--- src/rtl/core/mpe_pkg.sv ---
// ----------------------------------------------------------------------------
// mpe_pkg
// types, constants and saturating helpers for the escape-tree leaf counter
// ----------------------------------------------------------------------------
`timescale 1ns / 1ps

package mpe_pkg;

   localparam int TREE_DEPTH_DEF = 16;
   localparam int QBITS          = 28;
   localparam int COUNT_W        = 18;

   localparam logic signed [31:0] BEND_A_X_RST  = 32'sd189812532;
   localparam logic signed [31:0] BEND_A_Y_RST  = 32'sd189812532;
   localparam logic signed [31:0] BEND_B_X_RST  = -32'sd189812532;
   localparam logic signed [31:0] BEND_B_Y_RST  = 32'sd189812532;
   localparam logic signed [31:0] SHIFT_X_RST   = 32'sd0;
   localparam logic signed [31:0] SHIFT_Y_RST   = -32'sd40265318;
   localparam logic signed [31:0] ZOOM_RST      = 32'sd536870912;
   localparam logic [30:0]        LIMIT_RST     = 31'd1073741824;
   localparam logic [30:0]        RATIO_SAT     = 31'h7FFF_FFFF;

   // register index map
   typedef enum logic [2:0] {
      CSR_BEND_A_X, CSR_BEND_A_Y, CSR_BEND_B_X, CSR_BEND_B_Y,
      CSR_SHIFT_X, CSR_SHIFT_Y, CSR_ZOOM_SCALE, CSR_ESCAPE_LIMIT
   } csr_index_type;

   // map unit sequencer
   typedef enum logic [4:0] {
      MU_IDLE, MU_DIFF, MU_SQ_DX, MU_SQ_DY, MU_SQ_BX, MU_SQ_BY, MU_RANGE,
      MU_SAT, MU_DIVIDE, MU_MUL_DX, MU_MUL_DY, MU_REFLECT, MU_ZOOM_X,
      MU_ZOOM_Y, MU_MAG_X, MU_MAG_Y, MU_CHECK
   } map_state_type;

   // tree walk sequencer
   typedef enum logic [2:0] {
      TW_IDLE, TW_START, TW_WAIT, TW_ADVANCE, TW_DONE
   } walk_state_type;

   // map unit status toward the walker
   typedef struct packed {
      logic done;
      logic ok;
   } map_status_type;

   // clamp a 33-bit sum to the signed 32-bit range
   function automatic logic signed [31:0] sat33(input logic signed [32:0] v);
      logic signed [31:0] r;
      if (v[32] != v[31]) r = v[32] ? 32'sh8000_0000 : 32'sh7FFF_FFFF;
      else r = v[31:0];
      return r;
   endfunction

   function automatic logic signed [31:0] add_sat(input logic signed [31:0] a,
                                                  input logic signed [31:0] b);
      logic signed [32:0] s;
      s = {a[31], a} + {b[31], b};
      return sat33(s);
   endfunction

   function automatic logic signed [31:0] neg_sat(input logic signed [31:0] a);
      logic signed [32:0] s;
      s = 33'sd0 - {a[31], a};
      return sat33(s);
   endfunction

   // Q4.28 product rescale: arithmetic shift is floor, then clamp
   function automatic logic signed [31:0] scale_sat(input logic signed [63:0] p);
      logic signed [35:0] s;
      logic signed [31:0] r;
      s = p[63:QBITS];
      if (s[35:31] == 5'b00000 || s[35:31] == 5'b11111) r = s[31:0];
      else r = s[35] ? 32'sh8000_0000 : 32'sh7FFF_FFFF;
      return r;
   endfunction

endpackage

--- src/rtl/core/mpe_map_unit.sv ---
// ----------------------------------------------------------------------------
// mpe_map_unit
// evaluates one map on one point with a shared multiplier and a
// bit-serial restoring divider, reports escape or the new point
// ----------------------------------------------------------------------------
`timescale 1ns / 1ps

module mpe_map_unit import mpe_pkg::*; (
   input  logic               clock,
   input  logic               reset,
   input  logic               start,
   input  logic signed [31:0] point_x,
   input  logic signed [31:0] point_y,
   input  logic signed [31:0] bend_x,
   input  logic signed [31:0] bend_y,
   input  logic signed [31:0] shift_x,
   input  logic signed [31:0] shift_y,
   input  logic signed [31:0] zoom_scale,
   input  logic signed [31:0] offset_x,
   input  logic signed [31:0] offset_y,
   input  logic [30:0]        escape_limit,
   output map_status_type     status,
   output logic signed [31:0] new_x,
   output logic signed [31:0] new_y
);

   map_state_type state_ff, state_in;

   logic signed [31:0] dx_ff, dx_in, dy_ff, dy_in;
   logic signed [31:0] x_ff, x_in, y_ff, y_in;
   logic signed [63:0] prod_ff, prod_in;
   logic [63:0]        r2_ff, r2_in;
   logic [67:0]        rem_ff, rem_in;
   logic [30:0]        q_ff, q_in;
   logic [4:0]         cnt_ff, cnt_in;

   logic signed [31:0] mul_a, mul_b;
   logic [67:0]        div_d;
   logic [63:0]        mag;
   logic               zero_r, ratio_big, escaped;

   // shared multiplier
   assign prod_in = mul_a * mul_b;

   assign div_d     = {2'b00, r2_ff, 2'b00};
   assign zero_r    = (r2_ff == 64'd0);
   assign ratio_big = (rem_ff >= {1'b0, r2_ff, 3'b000});
   assign mag       = r2_ff + $unsigned(prod_ff);
   assign escaped   = (mag > {5'd0, escape_limit, 28'd0});

   assign new_x = x_ff;
   assign new_y = y_ff;

   // next state
   always_comb begin
      state_in = state_ff;
      unique case (state_ff)
         MU_IDLE:    if (start) state_in = MU_DIFF;
         MU_DIFF:    state_in = MU_SQ_DX;
         MU_SQ_DX:   state_in = MU_SQ_DY;
         MU_SQ_DY:   state_in = MU_SQ_BX;
         MU_SQ_BX:   state_in = MU_SQ_BY;
         MU_SQ_BY:   state_in = MU_RANGE;
         MU_RANGE:   state_in = zero_r ? MU_IDLE : MU_SAT;
         MU_SAT:     state_in = ratio_big ? MU_MUL_DX : MU_DIVIDE;
         MU_DIVIDE:  if (cnt_ff == 5'd30) state_in = MU_MUL_DX;
         MU_MUL_DX:  state_in = MU_MUL_DY;
         MU_MUL_DY:  state_in = MU_REFLECT;
         MU_REFLECT: state_in = MU_ZOOM_X;
         MU_ZOOM_X:  state_in = MU_ZOOM_Y;
         MU_ZOOM_Y:  state_in = MU_MAG_X;
         MU_MAG_X:   state_in = MU_MAG_Y;
         MU_MAG_Y:   state_in = MU_CHECK;
         MU_CHECK:   state_in = MU_IDLE;
      endcase
   end

   // datapath and status per step
   always_comb begin
      mul_a  = dx_ff;
      mul_b  = dx_ff;
      dx_in  = dx_ff;
      dy_in  = dy_ff;
      x_in   = x_ff;
      y_in   = y_ff;
      r2_in  = r2_ff;
      rem_in = rem_ff;
      q_in   = q_ff;
      cnt_in = cnt_ff;
      status = '0;
      unique case (state_ff)
         MU_IDLE: ;
         MU_DIFF: begin
            dy_in = sat33({point_y[31], point_y} - {bend_y[31], bend_y});
            dx_in = sat33({point_x[31], point_x} - {bend_x[31], bend_x});
         end
         MU_SQ_DX: ;
         MU_SQ_DY: begin
            r2_in = $unsigned(prod_ff);
            mul_a = dy_ff;
            mul_b = dy_ff;
         end
         MU_SQ_BX: begin
            r2_in = r2_ff + $unsigned(prod_ff);
            mul_a = bend_x;
            mul_b = bend_x;
         end
         MU_SQ_BY: begin
            rem_in = {4'd0, $unsigned(prod_ff)};
            mul_a  = bend_y;
            mul_b  = bend_y;
         end
         MU_RANGE: begin
            rem_in = rem_ff + {4'd0, $unsigned(prod_ff)};
            if (zero_r) status = '{done: 1'b1, ok: 1'b0};
         end
         MU_SAT: begin
            cnt_in = 5'd0;
            if (ratio_big) q_in = RATIO_SAT;
         end
         // one quotient bit a cycle, integer bits first
         MU_DIVIDE: begin
            cnt_in = cnt_ff + 5'd1;
            if (rem_ff >= div_d) begin
               rem_in = {rem_ff - div_d} << 1;
               q_in   = {q_ff[29:0], 1'b1};
            end else begin
               rem_in = rem_ff << 1;
               q_in   = {q_ff[29:0], 1'b0};
            end
         end
         MU_MUL_DX: begin
            mul_a = dx_ff;
            mul_b = {1'b0, q_ff};
         end
         MU_MUL_DY: begin
            x_in  = add_sat(scale_sat(prod_ff), bend_x);
            mul_a = dy_ff;
            mul_b = {1'b0, q_ff};
         end
         MU_REFLECT: begin
            y_in = add_sat(scale_sat(prod_ff), bend_y);
            x_in = add_sat(neg_sat(x_ff), shift_x);
         end
         MU_ZOOM_X: begin
            y_in  = add_sat(y_ff, shift_y);
            mul_a = x_ff;
            mul_b = zoom_scale;
         end
         MU_ZOOM_Y: begin
            x_in  = add_sat(scale_sat(prod_ff), offset_x);
            mul_a = y_ff;
            mul_b = zoom_scale;
         end
         MU_MAG_X: begin
            y_in  = add_sat(scale_sat(prod_ff), offset_y);
            mul_a = x_ff;
            mul_b = x_ff;
         end
         MU_MAG_Y: begin
            r2_in = $unsigned(prod_ff);
            mul_a = y_ff;
            mul_b = y_ff;
         end
         MU_CHECK: status = '{done: 1'b1, ok: !escaped};
      endcase
   end

   always_ff @(posedge clock) begin
      if (reset) begin
         state_ff <= MU_IDLE;
         cnt_ff   <= '0;
      end else begin
         state_ff <= state_in;
         cnt_ff   <= cnt_in;
      end
   end

   // payload registers
   always_ff @(posedge clock) begin
      dx_ff   <= dx_in;
      dy_ff   <= dy_in;
      x_ff    <= x_in;
      y_ff    <= y_in;
      prod_ff <= prod_in;
      r2_ff   <= r2_in;
      rem_ff  <= rem_in;
      q_ff    <= q_in;
   end

endmodule

--- config.mk ---
export PLATFORM = sky130hd
export DESIGN_NAME = mpe_map_unit
export DESIGN_NICKNAME = d
export VERILOG_FILES = /design/src/rtl/core/mpe_pkg.sv /design/src/rtl/core/mpe_map_unit.sv
export SDC_FILE = /design/constraint.sdc
export NUM_CORES = 2
export LEC_CHECK = 0
export BUFFER_PORTS_ARGS = -buffer_cell sky130_fd_sc_hd__buf_2
export CAP_MARGIN = 40
export CORE_MARGIN = 2
export CORE_UTILIZATION = 38
export DETAILED_ROUTE_END_ITERATION = 8
export PLACE_DENSITY_LB_ADDON = 0.2
export SLEW_MARGIN = 20
export SYNTH_ARGS = -nofsm -noshare
export SYNTH_HDL_FRONTEND = slang
export SYNTH_SLANG_ARGS = --single-unit
--- constraint.sdc ---
create_clock -name clock -period 9.3 [get_ports clock]
set_input_delay 1.86 -clock clock [delete_from_list [all_inputs] [get_ports clock]]
set_output_delay 1.86 -clock clock [all_outputs]
set_load 0.02 [all_outputs]
# After elaboration in Yosys (flattened, before gate mapping)
# Index checks and enable logic that the tools add are counted.
classes:
  order_cmp: 3
  eq_ne: 30
  multipliers: 1
  n_addsub: 13
  reduce_logical: 18
  mux: 43
ops:
  columns: ["operator", "n"]
  rows:
  - ["$mux 32", 25]
  - ["$pmux 32 s7", 1]
  - ["$pmux 68 s3", 1]
  - ["$add 32x32->33", 6]
  - ["$pmux 32 s3", 2]
  - ["$pmux 32 s5", 1]
  - ["$pmux 64 s2", 1]
  - ["$pmux 5 s17", 1]
  - ["$add 68x64->68", 1]
  - ["$ge 68x66->1", 1]
  - ["$ge 68x67->1", 1]
  - ["$mux 68", 1]
  - ["$sub 67x66->67", 1]
  - ["$sub 32x32->33", 2]
  - ["$add 64x64->64", 1]
  - ["$gt 64x59->1", 1]
  - ["$logic_not 64->1", 1]
  - ["$mul 32x32->64", 1]
  - ["$pmux 31 s2", 1]
  - ["$eq 5x4->1 const B", 8]
  - ["$sub 1x32->33 const A", 1]
  - ["$mux 31", 1]
  - ["$eq 5x3->1 const B", 4]
  - ["$eq 5x5->1 const B", 3]
  - ["18 further kinds", 41]
word_totals:
  out_inout_bits: 66
  ff_bits: 365

# Longest topological paths before layout
depth:
  word_depth: 8
  ltp_mapped: 43

# Worst setup path before layout
# Ideal clock, no wire load.
synth_path:
  kind: "input -> register"
  from: "in bend_y[26]"
  to: "reg prod_ff[63]"
  cell_stages: 31
  setup_time_ns: 0.072
  t_required_ns: 9.228
  path_buffers: 2
  path_slack_ns: -0.786
  t_arrival_ns: 10.014
  cell_sequence: "mux2i_1 > nor2_1 > a2111oi_1 > nand2_1 > clkbuf_1 > nand2_1 > fa_1 > inv_1 > fa_1 > fa_1 > fa_1 > fa_1 > fa_1 > fa_1 > inv_1 > fa_1 > inv_1 > ha_1 > clkbuf_1 > a21o_1 > a21o_1 > a21oi_1 > o21ai_0 > or3b_2 > a31oi_1 > a211oi_1 > a221o_1 > a41oi_1 > o31ai_1 > a311oi_1 > xnor2_1"
synth_between:
  elab_chain_len: 2
  elab_cells_between_ends: 3
  cone_classes: "mul (1); mux (2)"
synth_lines:
  columns: ["element", "line", "text"]
  rows:
  - ["start, declared", "mpe_map_unit.sv:15", "input logic signed [31:0] bend_y,"]
  - ["$pmux 32 s7 or $pmux 32 s5 (tied branches)", "mpe_map_unit.sv:91", "unique case (state_ff)"]
  - ["$mul 32x32->64 *", "mpe_map_unit.sv:43", "assign prod_in = mul_a * mul_b;"]
  - ["net prod_in[63]", "mpe_map_unit.sv:31", "logic signed [63:0] prod_ff, prod_in;"]
  - ["end signal, assigned", "mpe_map_unit.sv:185", "prod_ff <= prod_in;"]
  - ["end, declared", "mpe_map_unit.sv:31", null]
# Mark *: on every way through the listed nets, which the timed path passes. The rest lies on a longest branch.
# A chain may end at the register's enable or synchronous reset.

==> metrics.txt <==
initial antenna violation count 49; CTS Buf Count 51; Final GP Congestion 1.00; # port buffers 387; routed len/inst 27.7 um; first-pass GRT wire length 531,000 um; Seq cells post-synth 365; synth warn 0; Mapped Area 79,600 um^2; WP data arrival 7570 ps; Placed Cells incl. Taps 13,300; slew margin rel. 38.9%; initial core utilization 38.3%; fillers 20,700; maximum fanout along the worst path 3; final setup fails 6; worst min-delay path startpoint cnt_ff[4]; max-cap viol count 0; final net count 12,800; number of distinct library cells after synthesis 102; failing checks negative setup slack; CTS tree yes; status finished, violations left; Clk Latency, worst-skew pair 730 ps; DP Wirelength 320,000 um; Non-Filler Instances 13,500; DIE AREA 213,000 um^2; Hold Path Class flip-flop to flip-flop; EDFF count, synth 291; max-slew violations 0; asr flop ratio synth 0%; post-synth net total 11,500; Die Wd 462 um; GR Util All Layers 34.5%; CP Launch Type flip-flop; period utilization 101%; main flop type after synthesis edfxtp_1; WL final 373,000 um; Critical Path Start r2_ff[1]; # rows 167; clk_skew 70.7 ps; clock sinks 365; Antenna Nets Post-Route 0; Seq/Total Area, Yosys 12.8%; DR iter-0 viols 6,681; htree depth 2; worst setup margin -130 ps; Slew @ Worst Pin 908 ps; Final Util 47.3%; crit path capture type output port; Core ar. 208,000 um^2; vias per cell 5.65; vias in the first global route 76,900; Hold Buf Count CTS 0; Setup Crit Path Kind flip-flop to output port; Worst path max stage delay 530 ps; syn avg cell area 8.50 um^2; CP max stage cell or4_4; Fin Hold WS 495 ps; count of final hold-check violations 0; share of post-route cells with drive strength above 1 20.6%; Layout area overhead 23.4%; Longest Clk Path Bufs 3; Worst EP required 7440 ps; Reg clk slew, reported paths 60 ps; GRT overflow 0; most common cell after layout, fill and taps aside inv_1; most frequent cells in the layout inv_1, buf_4, fa_1, nand2_1, nor2_1; Die Y-Extent 462 um; crit path time final 9430 ps; Remaining DRCs 0; Detailed Routing Iterations Pass 1 6; I/O pins 388; Mapped Cells 9,367; dpl ws -1190 ps; CTS root buffer clkbuf_16; R2R Path Start state_ff[0]; most frequent CP cell buf_4; f_max 106 MHz; setup repair after global routing missed its margin true; largest net degree at the start of global routing 70; number of vias in the routed layout 76,200
## cells in the mapped netlist, types with 14 or more instances
cell / instances / area share (%)
nor4_1: 37 / 0.29
fa_1: 1093 / 27
nor2_1: 833 / 3.9
mux2i_1: 111 / 1.4
o31ai_1: 34 / 0.32
nor3_1: 78 / 0.49
and4_1: 17 / 0.19
a21oi_1: 627 / 3.9
a221oi_1: 19 / 0.21
buf_1: 21 / 0.099
a22oi_1: 69 / 0.65
a211o_1: 19 / 0.21
and3_1: 35 / 0.28
edfxtp_1: 291 / 11
o211ai_1: 41 / 0.39
nand3_1: 121 / 0.76
a2111oi_0: 20 / 0.22
nor2b_1: 74 / 0.58
or2_2: 19 / 0.15
o221ai_1: 15 / 0.17
mux2_2: 46 / 0.65
and2_1: 80 / 0.63
nand2b_1: 102 / 0.80
a211oi_1: 72 / 0.68
a221o_1: 14 / 0.18
o21ai_0: 520 / 3.3
a31o_2: 16 / 0.18
nand4_1: 111 / 0.87
a21o_1: 333 / 3.1
a31oi_1: 51 / 0.40
o21bai_1: 90 / 0.85
xnor2_1: 308 / 3.4
xor2_1: 198 / 2.2
o21a_1: 111 / 1.0
dfxtp_1: 74 / 1.9
or3_1: 53 / 0.42
nand2_1: 925 / 4.4
buf_2: 20 / 0.13
clkbuf_1: 359 / 1.7
ha_1: 729 / 11
o2111ai_1: 32 / 0.35
inv_1: 1332 / 6.3
## registers in the layout, indices dropped and copies added, names as in the netlist
name,cells
state_ff,5
r2_ff,64
cnt_ff,5
prod_ff,64
dx_ff,32
new_x,32
dy_ff,32
new_y,32
q_ff,31
rem_ff,68
## final cells by class
class / count / area (um^2) / share of cell area (%)
multi-input combinational: 7265 / 64800 / 66.0
timing repair buffer: 1608 / 12800 / 13.1
sequential: 365 / 10200 / 10.4
inverter: 1333 / 5010 / 5.10
tap: 2788 / 3490 / 3.55
clock buffer: 60 / 1370 / 1.40
clock inverter: 36 / 403 / 0.410
antenna: 19 / 47.5 / 0.0484
## metrics by stage
stage | cell area [um^2] | setup TNS, ps
floorplan | 80000 | -472
global placement | 93500 | -30310
detailed placement | 93700 | -31230
CTS | 96400 | -188
global route | 98200 | -2430
finish | 98200 | -465
## cells by family (layout without fill, tap and decap cells)
group / count (synthesis) / after routing / synth area share (%)
and+or+nand+nor: 2539 / 2539 / 14.3
xor gates and xnor gates: 507 / 507 / 5.59
buffers and inverters: 1737 / 3037 / 8.26
muxes: 158 / 158 / 2.06
other: 0 / 19 / 0
AOI/OAI and AO/OA: 2227 / 2227 / 17.8
DFF: 365 / 365 / 12.8
adders and majority gates: 1834 / 1834 / 39.1
## worst max-delay path: cells and delay by family (launching register included)
kind | cells | cell delay [ps]
AO/OA/AOI/OAI | 10 | 1960
adder cells (fa/ha/maj) | 2 | 730
XOR/XNOR | 1 | 170
buffers and inverters | 7 | 1170
AND/OR/NAND/NOR | 9 | 2410
flip-flops | 1 | 420
## path summary, 6_finish.rpt
check	end	depth (start not counted)	slack, ps
worst max-delay path	status[0]	29	-130
worst min-delay path	cnt_ff[4]	2	500
worst max register to register	prod_ff[55]	36	-50
worst min register to register	cnt_ff[4]	2	500
## routing by layer
| layer | wire [um] | up-vias | GRT usage, % |
|---|---|---|---|
| met5 | 124 | - | 0 |
| met4 | 25100 | 12 | 19.2 |
| met3 | 27400 | 738 | 5.30 |
| met1 | 153000 | 38200 | 44.9 |
| met2 | 167000 | 3252 | 54.8 |
| li1 | - | 34000 | - |
## timing repair
item | 4_1_cts | 5_1_grt
gates cloned | 0 | 3
pin swaps | 100 | 159
setup endpoints to repair | 19 | 24
resized for setup | 185 | 323
setup buffers | 29 | 48
Power is left out: the tool's default activity adds up to more than one toggle a clock period on the data nets, which glitch-free logic cannot reach.
